### src/design/vsfr_pkg.sv
// Shared constants and types for the vehicle status frame receiver.
package vsfr_pkg;

  // Frame layout
  localparam int unsigned PayloadLen = 13;
  localparam int unsigned IdxW       = $clog2(PayloadLen);
  localparam logic [IdxW-1:0] LastIdx = IdxW'(PayloadLen - 1);

  // Header and trailer bytes
  localparam logic [7:0] ChS  = 8'h53;
  localparam logic [7:0] ChT  = 8'h54;
  localparam logic [7:0] ChX  = 8'h58;
  localparam logic [7:0] ChCr = 8'h0D;
  localparam logic [7:0] ChLf = 8'h0A;

  // Gear codes
  localparam logic [1:0] GearFwd  = 2'd0;
  localparam logic [1:0] GearNeut = 2'd1;
  localparam logic [1:0] GearBack = 2'd2;

  // Framer state, one-hot
  typedef enum logic [5:0] {
    ST_HUNT = 6'b000001,
    ST_T    = 6'b000010,
    ST_X    = 6'b000100,
    ST_DATA = 6'b001000,
    ST_CR   = 6'b010000,
    ST_LF   = 6'b100000
  } frame_state_t;

  // Framer to decoder: completed frame strobe and payload bytes
  typedef struct packed {
    logic                       done;
    logic [PayloadLen-1:0][7:0] payload;
  } frame_t;

endpackage

### src/design/vehicle_status_frame_receiver.sv
// A result is registered: it is valid in the cycle after the LF byte of its frame is accepted.
// Throughput: one byte per cycle; a frame is 18 bytes, so one result per 18 bytes at most.
// The byte path stalls only on the LF byte while the previous result is still stalled.
// Reset (rst, synchronous, high) returns the framer to the header hunt and drops
// any pending result; the payload bytes are not cleared.
module vehicle_status_frame_receiver import vsfr_pkg::*; (
  input  logic               clk,
  input  logic               rst,
  input  logic               rx_valid,
  output logic               rx_stall,
  input  logic [7:0]         rx_byte,
  output logic               status_valid,
  input  logic               status_stall,
  output logic               auto_mode,
  output logic               estop_on,
  output logic [1:0]         gear,
  output logic [15:0]        speed,
  output logic signed [15:0] steer,
  output logic [7:0]         brake,
  output logic signed [31:0] encoder,
  output logic [7:0]         alive
);

  frame_t frame;
  logic   at_lf;

  // Hold the LF byte back only while the result register is full and stalled
  assign rx_stall = at_lf && status_valid && status_stall;

  vsfr_framer u_framer (
    .clk      (clk),
    .rst      (rst),
    .rx_valid (rx_valid),
    .rx_stall (rx_stall),
    .rx_byte  (rx_byte),
    .at_lf    (at_lf),
    .frame    (frame)
  );

  vsfr_decode u_decode (
    .clk          (clk),
    .rst          (rst),
    .frame        (frame),
    .status_stall (status_stall),
    .status_valid (status_valid),
    .auto_mode    (auto_mode),
    .estop_on     (estop_on),
    .gear         (gear),
    .speed        (speed),
    .steer        (steer),
    .brake        (brake),
    .encoder      (encoder),
    .alive        (alive)
  );

endmodule

### src/design/vsfr_framer.sv
// Byte framer: header hunt, payload capture and trailer check.
module vsfr_framer import vsfr_pkg::*; (
  input  logic       clk,
  input  logic       rst,
  input  logic       rx_valid,
  input  logic       rx_stall,
  input  logic [7:0] rx_byte,
  output logic       at_lf,
  output frame_t     frame
);

  frame_state_t               state, state_next;
  logic [IdxW-1:0]            idx, idx_next;
  logic [PayloadLen-1:0][7:0] payload;
  logic                       accept;
  logic                       done;

  assign accept = rx_valid && !rx_stall;
  assign at_lf  = (state == ST_LF);

  // Next state; a mismatched byte is dropped and the hunt restarts
  always_comb begin
    state_next = state;
    idx_next   = idx;
    done       = 1'b0;
    if (accept) begin
      unique case (state)
        ST_HUNT: state_next = (rx_byte == ChS) ? ST_T : ST_HUNT;
        ST_T:    state_next = (rx_byte == ChT) ? ST_X : ST_HUNT;
        ST_X: begin
          state_next = (rx_byte == ChX) ? ST_DATA : ST_HUNT;
          idx_next   = '0;
        end
        ST_DATA: begin
          idx_next = idx + 1'b1;
          if (idx == LastIdx) begin
            state_next = ST_CR;
          end
        end
        ST_CR:   state_next = (rx_byte == ChCr) ? ST_LF : ST_HUNT;
        ST_LF: begin
          state_next = ST_HUNT;
          done       = (rx_byte == ChLf);
        end
        default: state_next = (rx_byte == ChS) ? ST_T : ST_HUNT;
      endcase
    end
  end

  // Control registers
  always_ff @(posedge clk) begin
    if (rst) begin
      state <= ST_HUNT;
      idx   <= '0;
    end else begin
      state <= state_next;
      idx   <= idx_next;
    end
  end

  // Payload capture, no reset
  always_ff @(posedge clk) begin
    if (accept && state == ST_DATA) begin
      payload[idx] <= rx_byte;
    end
  end

  assign frame.done    = done;
  assign frame.payload = payload;

  // Payload index never runs past the last byte
  a_idx_range: assert property (@(posedge clk) disable iff (rst)
    state == ST_DATA |-> idx <= LastIdx)
    else $error("payload index out of range");

  // A completed frame only comes out of the LF check
  a_done_at_lf: assert property (@(posedge clk) disable iff (rst)
    done |-> state == ST_LF && accept)
    else $error("frame done outside LF check");

endmodule

### src/design/vsfr_decode.sv
// Status decoder and result register.
module vsfr_decode import vsfr_pkg::*; (
  input  logic               clk,
  input  logic               rst,
  input  frame_t             frame,
  input  logic               status_stall,
  output logic               status_valid,
  output logic               auto_mode,
  output logic               estop_on,
  output logic [1:0]         gear,
  output logic [15:0]        speed,
  output logic signed [15:0] steer,
  output logic [7:0]         brake,
  output logic signed [31:0] encoder,
  output logic [7:0]         alive
);

  logic [1:0] gear_next;

  // Gear from byte 2
  always_comb begin
    priority if (frame.payload[2] == 8'd0) begin
      gear_next = GearFwd;
    end else if (frame.payload[2] == 8'd1) begin
      gear_next = GearNeut;
    end else begin
      gear_next = GearBack;
    end
  end

  // Result valid
  always_ff @(posedge clk) begin
    if (rst) begin
      status_valid <= 1'b0;
    end else if (frame.done) begin
      status_valid <= 1'b1;
    end else if (!status_stall) begin
      status_valid <= 1'b0;
    end
  end

  // Result payload
  always_ff @(posedge clk) begin
    if (frame.done) begin
      auto_mode <= (frame.payload[0] != 8'd0);
      estop_on  <= (frame.payload[1] != 8'd0);
      gear      <= gear_next;
      speed     <= {frame.payload[4], frame.payload[3]};
      steer     <= {frame.payload[6], frame.payload[5]};
      brake     <= frame.payload[7];
      encoder   <= {frame.payload[11], frame.payload[10],
                    frame.payload[9], frame.payload[8]};
      alive     <= frame.payload[12];
    end
  end

  // A new frame never lands on a result that is still held
  a_no_overwrite: assert property (@(posedge clk) disable iff (rst)
    !(frame.done && status_valid && status_stall))
    else $error("result overwritten while stalled");

  // Each completed frame shows up as a result next cycle
  a_done_shows: assert property (@(posedge clk) disable iff (rst)
    frame.done |=> status_valid)
    else $error("completed frame not presented");

endmodule

### config.mk
export PLATFORM = sky130hd
export DESIGN_NAME = vehicle_status_frame_receiver
export DESIGN_NICKNAME = d
export VERILOG_FILES = /design/src/design/vsfr_pkg.sv /design/src/design/vehicle_status_frame_receiver.sv /design/src/design/vsfr_framer.sv /design/src/design/vsfr_decode.sv
export SDC_FILE = /design/constraint.sdc
export NUM_CORES = 1
export LEC_CHECK = 0
export ABC_AREA = 1
export BUFFER_PORTS_ARGS = -buffer_cell sky130_fd_sc_hd__buf_4
export CELL_PAD_IN_SITES_DETAIL_PLACEMENT = 2
export CELL_PAD_IN_SITES_GLOBAL_PLACEMENT = 2
export CORE_MARGIN = 2
export CORE_UTILIZATION = 44
export CTS_CLUSTER_SIZE = 10
export DETAILED_ROUTE_END_ITERATION = 12
export PLACE_DENSITY = 0.86
export SETUP_SLACK_MARGIN = 0.5
export SYNTH_ARGS = -nofsm -noshare
export SYNTH_HDL_FRONTEND = slang
export SYNTH_HIERARCHICAL = 1
export SYNTH_SLANG_ARGS = --single-unit
### constraint.sdc
create_clock -name clk -period 3.9 [get_ports clk]
set_clock_uncertainty 0.1 [all_clocks]
set_input_delay 0.585 -clock clk [delete_from_list [all_inputs] [get_ports clk]]
set_output_delay 0.585 -clock clk [all_outputs]
set_load 0.02 [all_outputs]
==> results of run 1 <==
## path summary, 6_finish.rpt
check	start	endpoint	slack [ns]	cells after the start
setup / recovery	u_framer/state[4]	u_framer/frame[27]	0.89	10
hold / removal	status_stall	u_decode/status_valid	0.30	3
setup reg to reg	u_framer/state[4]	u_framer/frame[27]	0.89	10
hold reg to reg	u_framer/frame[84]	u_decode/encoder[20]	0.33	0
## final cells by class
type | instances | area (um2) | area share
clock buffer | 18 | 429.2 | 0.05198
sequential | 199 | 5866 | 0.7104
tap | 188 | 235.2 | 0.02849
inverter | 43 | 161.4 | 0.01955
timing repair buffer | 99 | 743.2 | 0.09001
multi-input combinational | 139 | 678.2 | 0.08213
clock inverter | 14 | 143.9 | 0.01743
## worst min-delay path: cells and delay by family
| kind | cells | cell delay (ns) |
|---|---|---|
| buffers and inverters | 1 | 0.08 |
| AO/OA/AOI/OAI | 1 | 0.06 |
| AND/OR/NAND/NOR | 1 | 0.07 |
## registers in the layout, indices dropped and copies added (netlist names)
| register | count |
|---|---|
| u_decode/alive | 8 |
| u_framer/idx | 4 |
| u_decode/steer | 16 |
| u_decode/brake | 8 |
| u_decode/estop_on | 1 |
| u_decode/encoder | 32 |
| u_framer/frame | 104 |
| u_decode/status_valid | 1 |
| u_decode/gear | 2 |
| u_decode/auto_mode | 1 |
| u_decode/speed | 16 |
| u_framer/state | 6 |
## cells in the mapped netlist
cell / number / area share
nand4_1: 2 / 0.0019
o21a_1: 1 / 0.0011
a21oi_1: 9 / 0.0067
nor2_2: 6 / 0.0056
nor4_1: 1 / 0.00093
nor3_1: 1 / 0.00075
inv_1: 42 / 0.024
nand3_4: 1 / 0.0026
nand3b_1: 1 / 0.0011
nand2_4: 1 / 0.0017
a31oi_1: 1 / 0.00093
xor2_1: 1 / 0.0013
dfxtp_1: 11 / 0.033
nand2_1: 53 / 0.030
buf_4: 1 / 0.0011
o21ai_0: 6 / 0.0045
nor2_8: 1 / 0.0030
o21ai_2: 1 / 0.0013
nor2_1: 40 / 0.022
a21oi_2: 1 / 0.0013
ha_1: 4 / 0.0075
nand3_1: 8 / 0.0060
inv_2: 1 / 0.00056
edfxtp_1: 188 / 0.84
## per-stage QoR
stage | util | hold slack (ns) | instance area, um2
finish | 0.5492 | 0.3031 | 8257
global route | 0.5492 | 0.3084 | 8257
CTS | 0.5492 | 0.2911 | 8257
detailed placement | 0.5111 | 0.3081 | 7684
global placement | 0.5111 | 0.3012 | 7684
floorplan | - | 0.3003 | 6706
## power by group through the flow
stage	registers [uW]	logic (uW)	clock network, uW
4_1_cts	2320	72.3	1770
3_5_place_dp	2370	69.8	0
6_report	2320	71.9	1730
5_1_grt	2320	77.3	1830
2_1_floorplan	2370	22.7	0
3_3_place_gp	2370	64.7	0
## kinds of logic (layout without fill, tap and decap cells)
group | after synthesis | count (layout)
compound gates | 19 | 19
xor+xnor | 1 | 1
fa+ha+maj | 4 | 4
buf+inv | 44 | 174
flops | 199 | 199
simple gates | 115 | 115
## layer usage
layer | vias to the layer above | GRT usage | routed length [um]
met3 | 28 | 0.06114 | 1171
met2 | 145 | 0.4196 | 9867
met4 | 0 | 0.08920 | 379
met1 | 1868 | 0.3150 | 8081
li1 | 1583 | - | -
met5 | - | 0 | 0
==> flow_summary.toml, run 1 <==
[critical_path]
path_cells = "nor2_1, nand3_1, inv_1, nand2_1, nor2_2, nor2_2, inv_2, nor2_8, nand2_4, nor2_1"
cp.arrival_ns = 2.97
slowest_delay_ns = 0.81
cp_top_family = "simple AND/OR/NAND/NOR gates"
end_kind = "register"
crit_path_max_fanout = 8
crit_type = "register to register"
critPathRequiredTime_ns = 3.86
path_buf_inv = 2
cp-start-kind = "register"
critPathSlowestCell = "nor2_1"

[floorplanning]
start_util = 0.4461
core_region_area_mm2 = 0.01503
die-area_mm2 = 0.01625
ios = 98
row_count = 45
die_y_um = 127.5
die_w_um = 127.5

[finish]
drive_above_1_share = 0.2793
diodes = 0
nets = 515
area_growth_pct = 23.12
nFillCells = 1285
layoutNonFillerInstCount = 700
layout_common_cells = "188 x edfxtp_1, 99 x buf_4, 53 x nand2_1, 42 x inv_1, 40 x nor2_1"
final_common_cell = "edfxtp_1"

[clocking]
cts_buffers = 17
postCtsHoldBufs = 0
tritoncts = "done"
cts_setup_buffers = 0
numClockSinks = 199
cts-htree-levels = 4
insertion_delay_ns = 0.44
clockBufferDepth = 2
ctsResizeCount = 0
clk_pin_slew_ns = 0.07
clockRootBuffer = "clkbuf_16"

[power_and_ir_drop]
p_comb_frac = 0.017
power_density_mw_per_mm2 = 499.9
switching_power_uw = 891.8
vdd_drop_max_v = 0.0003034
p_total_uw = 4128
power.share.clock = 0.420
pwr-share-seq = 0.563
leakagePower_uw = 0.002996
p_int_uw = 3236
swShare = 0.2160

[timing]
setup_tns_ns = 0
relSlewSlack = 0.2837
max_freq_mhz = 332.2
worst_slack_ns = 0.8895
tightest_slew_ns = 1.070
setup_viol = 0
maxSlewViolCount = 0
fin_crit_ns = 3.011
hold_violations = 0
fin_crit_sh = 0.7719
rsz0062_at_grt = "no"

[yosys]
synth_nets = 398
syn_area_mm2 = 0.006706
synth.avg_cell_area_um2 = 17.56
synth_top_family_by_area = "simple AND/OR/NAND/NOR gates"
synthSimpleGateAreaFrac = 0.07556
synth_seq_area_share = 0.8746
ys_ff_latch = 199
synth-xor-area-share = 0.001306
ys_warn_count = 6
synth.area.mux_share = 0
syn-instance-count = 382
synth-compound-area-share = 0.01586
synth.distinct_cells = 24
synth-adder-area-share = 0.007463

[global_routing]
grt_overflow = 0
grt_pass1_wl_um = 27850
antenna_found_initial = 0
grt_max_degree = 47
grt_use_total = 0.2486
first_global_vias = 4082

[route]
first_pass_iters = 4
ant_nets = 0
routed_wl_um = 19500
viasPerCell = 5.177
vias = 3624
drc = 0
routedWlPerCell_um = 27.86
dr.first_iter.drc_count = 241

[placement]
gp_congestion = 0.7562
dp_slack_ns = 1.096
numPortBuffers = 97
place_inst = 668
dp_hpwl_um = 12060

[status]
status = "completed"

[flow_run]
maxCapViolCount = 0

[hold_path]
min_path_type = "input pin to register"
No activity file was read; power rests on OpenSTA's default activity.
==> inputs of run 2 (changes only) <==
- CORE_UTILIZATION: 44 -> 41
- PLACE_DENSITY: 0.86 -> 0.81
- clock period: 3.9 -> 3.1 ns (I/O delays scaled with it)
==> flow_summary.toml, run 2 (synthesis results as in run 1) <==
[route]
ant_nets = 0
first_pass_iters = 4
wl_met1_um = 9227
drc = 0
route.met3.wl_um = 1156
met2_length_um = 11120
viasPerCell = 5.101
dr.max_layer_used = "met4"
dr.first_iter.drc_count = 292
routedWlPerCell_um = 29.81
routed_wl_um = 21940
vias = 3754

[timing]
max_freq_mhz = 406.4
maxSlewViolCount = 0
setup_tns_ns = 0
hold_violations = 0
relSlewSlack = 0.6742
tightest_slew_ns = 0.4882
setup_viol = 0
fin_crit_ns = 2.461
rsz0062_at_grt = "no"
fin_crit_sh = 0.7938

[floorplanning]
ios = 98
row_count = 46
core_region_area_mm2 = 0.01594
start_util = 0.4207
die_w_um = 131.9
die-area_mm2 = 0.01740
die_y_um = 131.9

[power_and_ir_drop]
p_int_uw = 4067
pwr-share-seq = 0.562
p_comb_frac = 0.018
power_density_mw_per_mm2 = 610.3
p_total_uw = 5202
switching_power_uw = 1134
power.share.clock = 0.420
leakagePower_uw = 0.003053
vdd_drop_max_v = 0.0004033
swShare = 0.2181

[global_routing]
grt_max_degree = 61
antenna_found_initial = 1
grt_use_total = 0.2499
grt_pass1_wl_um = 30540
grt_overflow = 0
first_global_vias = 4152

[critical_path]
cp.arrival_ns = 2.47
endpoint = "u_framer/frame[103]"
cp-start-kind = "register"
critPathRequiredTime_ns = 3.11
r2r-end = "u_framer/frame[103]"
reg2reg_from = "u_framer/state[2]"
critPathLaunch = "u_framer/state[2]"
crit_path_max_fanout = 8
reg2reg_depth = 10
rrSetupSlack_ns = 0.64
end_kind = "register"
crit_type = "register to register"

[clocking]
tritoncts = "done"
postCtsHoldBufs = 0
clk_pin_slew_ns = 0.07
cts_buffers = 17
insertion_delay_ns = 0.43
numClockSinks = 199
clockBufferDepth = 2
cts-htree-levels = 4
clockRootBuffer = "clkbuf_16"

[finish]
nets = 523
diodes = 0
layout_common_cells = "188 x edfxtp_1, 100 x buf_4, 52 x nand2_1, 41 x inv_1, 29 x nor2_1"
drive_above_1_share = 0.3192
area_growth_pct = 27.09
largest_reg_flops = 104
final_common_cell = "edfxtp_1"
nFillCells = 1441

[hold_path]
min_path_type = "input pin to register"

[status]
status = "completed"

[placement]
numPortBuffers = 97
gp_congestion = 0.7845
dp_hpwl_um = 14400

[flow_run]
maxCapViolCount = 0
run 2: cell count changes in the layout (fill, tap and decap cells not counted), sizes merged:
cell / change
clkinv: -2
buf: +7
inv: +1
clkinvlp: +2
run 2: what timing repair did:
action                                  4_1_cts  5_1_grt
hold endpoints to repair                      0        0
pin swaps                                     0        6
gates cloned                                  0        1
resized for setup                            15       13
endpoints found under the setup margin      172      189
setup buffers                                 0        6
run 2: worst max-delay path, stage by stage (launching register included):
cell        delay (ns)
dfxtp_1           0.36
nor2_1            0.30
nand3_2           0.21
inv_1             0.14
nand2_1           0.07
nor2_2            0.19
nor2_4            0.09
inv_2             0.12
nor2_8            0.08
nand4_1           0.17
clkinvlp_4        0.30
run 2: area by class of cell:
type,count,area (um2),area share
sequential,199,5866,0.6882
clock inverter,15,142.6,0.01674
timing repair buffer,107,882.1,0.1035
inverter,43,165.2,0.01938
clock buffer,17,425.4,0.04991
tap,216,270.3,0.03171
multi-input combinational,139,772.0,0.09058
run 2: worst min-delay path by stage:
stage	cells past startpoint	end	slack, ns	start
after detailed placement	0	u_decode/speed[0]	0.31	u_framer/frame[24]
after global placement	0	u_decode/steer[13]	0.31	u_framer/frame[53]
after floorplan	0	u_decode/alive[0]	0.30	u_framer/frame[96]
final	2	u_decode/status_valid	0.18	rst
after global routing	2	u_framer/state[4]	0.17	rst
after CTS	2	u_decode/status_valid	0.16	rst
run 2: stage by stage:
stage          utilization  cells  hold slack (ns)  setup WS [ns]  instance area (um2)
6_report            0.5346    736           0.1822         0.6393                 8523
3_5_place_dp        0.4854    697           0.3092         0.2058                 7739
3_3_place_gp        0.4854    697           0.3056         0.6942                 7739
4_1_cts             0.5239    729           0.1614         0.3820                 8353
5_1_grt             0.5346    736           0.1710         0.5410                 8523
2_1_floorplan            -    382           0.3003         0.7391                 6706
run 2: layer usage:
layer  GRT usage  vias up
met5           0        -
met2      0.4155      148
met1      0.3193     1981
li1            -     1601
met3     0.06574       24
met4     0.08635        0
run 2: power by group through the flow:
stage / logic (uW) / clock network (uW) / registers, uW
after floorplan: 28.6 / 0 / 2980
after global placement: 82.5 / 0 / 2980
after detailed placement: 91.9 / 0 / 2980
after CTS: 94.3 / 2200 / 2920
after global routing: 103 / 2310 / 2920
final: 95.4 / 2180 / 2920
==> inputs of run 3 (changes only) <==
- ABC_AREA: 1 -> 0
- CORE_UTILIZATION: 41 -> 42
- PLACE_DENSITY: 0.81 -> 0.8
- clock period: 3.1 -> 2.37 ns (I/O delays scaled with it)
==> flow_summary.toml, run 3 <==
[finish]
nets = 471
diodes = 0
regArea_mm2 = 0.005882
nFillCells = 1263
utilization = 0.5716
largest_reg_flops = 104
drive_above_1_share = 0.4573
area_growth_pct = 32.63
layout_common_cells = "188 x edfxtp_1, 112 x buf_4, 19 x clkbuf_16, 11 x buf_6, 10 x nand2_1"
multi_input_area_um2 = 895.9
final_common_cell = "edfxtp_1"

[yosys]
synth_flop_cell = "edfxtp_1"
syn_area_mm2 = 0.006576
synth.distinct_cells = 42
ys_ff_latch = 199
synth.area.top_cells = "edfxtp_1 86%, dfxtp_1 3.3%, and2_1 0.86%"
ys_warn_count = 6
yosysTopAreaCell = "edfxtp_1"
synth_nets = 326
yosysMostFrequentCell = "edfxtp_1"
syn-instance-count = 310
async_flop_share = 0
synth.avg_cell_area_um2 = 21.21
synth_edf_count = 188
synth_common_cells = "188 x edfxtp_1, 13 x nand2_1, 11 x dfxtp_1"
synth_top_area_share = 0.8584
synth_seq_area_share = 0.8919

[route]
routed_wl_um = 19080
drc = 0
viasPerCell = 5.246
vias = 3562
dr.first_iter.drc_count = 231
first_pass_iters = 4
ant_nets = 0
routedWlPerCell_um = 28.09

[power_and_ir_drop]
vdd_drop_max_v = 0.0005072
leakagePower_uw = 0.002974
power_density_mw_per_mm2 = 765.6

[global_routing]
grt_use_total = 0.2346
antenna_found_initial = 1
grt_overflow = 0
first_global_vias = 3868
grt_max_degree = 33
grt_pass1_wl_um = 26770

[critical_path]
cp_top_family = "simple AND/OR/NAND/NOR gates"
crit_path_max_fanout = 17
critPathSlowestCell = "dfxtp_4"
cp-start-kind = "register"
path_buf_inv = 3
slowest_delay_ns = 0.37
path_cells = "nor4_4, and3b_2, buf_4, nand4_1, nor3_4, buf_6, buf_12"
critPathRequiredTime_ns = 2.41
cp.arrival_ns = 2.26
crit_type = "register to register"
end_kind = "register"

[timing]
maxSlewViolCount = 0
hold_violations = 0
tightest_slew_ns = 0.6619
setup_viol = 0
rsz0062_at_grt = "yes"
fin_crit_sh = 0.9405
relSlewSlack = 0.5547
fin_crit_ns = 2.229
setup_tns_ns = 0
max_freq_mhz = 448.6

[floorplanning]
die_w_um = 129.1
start_util = 0.4310
die-area_mm2 = 0.01667
core_region_area_mm2 = 0.01526
row_count = 45
die_y_um = 129.1
ios = 98

[clocking]
clockBufferDepth = 2
tritoncts = "done"
clockRootBuffer = "clkbuf_16"
numClockSinks = 199
cts-htree-levels = 4
insertion_delay_ns = 0.43
cts_buffers = 17
clk_pin_slew_ns = 0.08

[placement]
gp_congestion = 0.7535
numPortBuffers = 97
dp_hpwl_um = 12260

[hold_path]
min_path_type = "input pin to register"

[status]
status = "completed"

[flow_run]
maxCapViolCount = 0
==> run 3: worst register-to-register path: stages, from the launching register on <==
cell     delay, ns
dfxtp_4       0.37
nor4_4        0.30
and3b_2       0.25
buf_4         0.14
nand4_1       0.18
nor3_4        0.21
buf_6         0.20
buf_12        0.17
==> run 3: cells by family (layout without fill, tap and decap cells) <==
family,Yosys count,in the layout,share of synthesized area
AND/OR/NAND/NOR,79,79,0.07401
adder cells (fa/ha/maj),4,4,0.007611
multiplexers,1,1,0.001522
buffers and inverters,5,163,0.003424
AO/OA/AOI/OAI,22,22,0.02150
flip-flops,199,199,0.8919
==> run 3: report_power, final <==
group / switching [uW] / internal, uW / total [uW]
logic: 85.1 / 39.1 / 124
registers: 1.05 / 3810 / 3810
clock network: 1350 / 1390 / 2740
total: 1440 / 5240 / 6680
==> run 3: per-layer routing <==
layer | track usage | routed length, um | vias to the layer above
li1 | - | - | 1524
met1 | 0.3007 | 7929 | 1879
met2 | 0.3904 | 9635 | 129
met3 | 0.06028 | 1066 | 28
met4 | 0.08312 | 429 | 2
met5 | 0 | 13 | -
==> run 3: cell type report <==
cell class,count,area share
Clock buffer,17,0.04877
Sequential cell,199,0.6744
Timing Repair Buffer,129,0.1272
Multi-Input combinational cell,106,0.1027
Tap cell,211,0.03027
Clock inverter,15,0.01578
Inverter,2,0.0008607
==> run 3: what timing repair did <==
action	4_1_cts	5_1_grt
endpoints found under the hold margin	0	0
endpoints found under the setup margin	199	200
hold buffers	0	0
gates cloned	2	2
pin swaps	9	12
setup buffers	10	9
resized for setup	20	27
==> run 3: final timing paths <==
| path | startpoint | endpoint | slack (ns) | depth (start not counted) |
|---|---|---|---|---|
| worst max-delay path | u_framer/state[2] | u_decode/encoder[13] | 0.14 | 7 |
| worst min-delay path | rst | u_framer/state[1] | 0.09 | 2 |
| worst max register to register | u_framer/state[2] | u_decode/encoder[13] | 0.14 | 7 |
| worst min register to register | u_framer/frame[50] | u_decode/steer[10] | 0.32 | 0 |
==> run 3: through the flow <==
step	hold slack, ns	setup WS [ns]	instance area [um2]	total power, uW	instances
finish	0.09086	0.1409	8722	6677	679
global route	0.07038	0.07738	8722	6852	679
CTS	0.05842	0.2225	8501	6713	668
detailed placement	0.3052	0.02681	7722	3990	624
global placement	0.3017	0.1423	7722	3982	624
floorplan	0.3003	0.2371	6685	3911	310
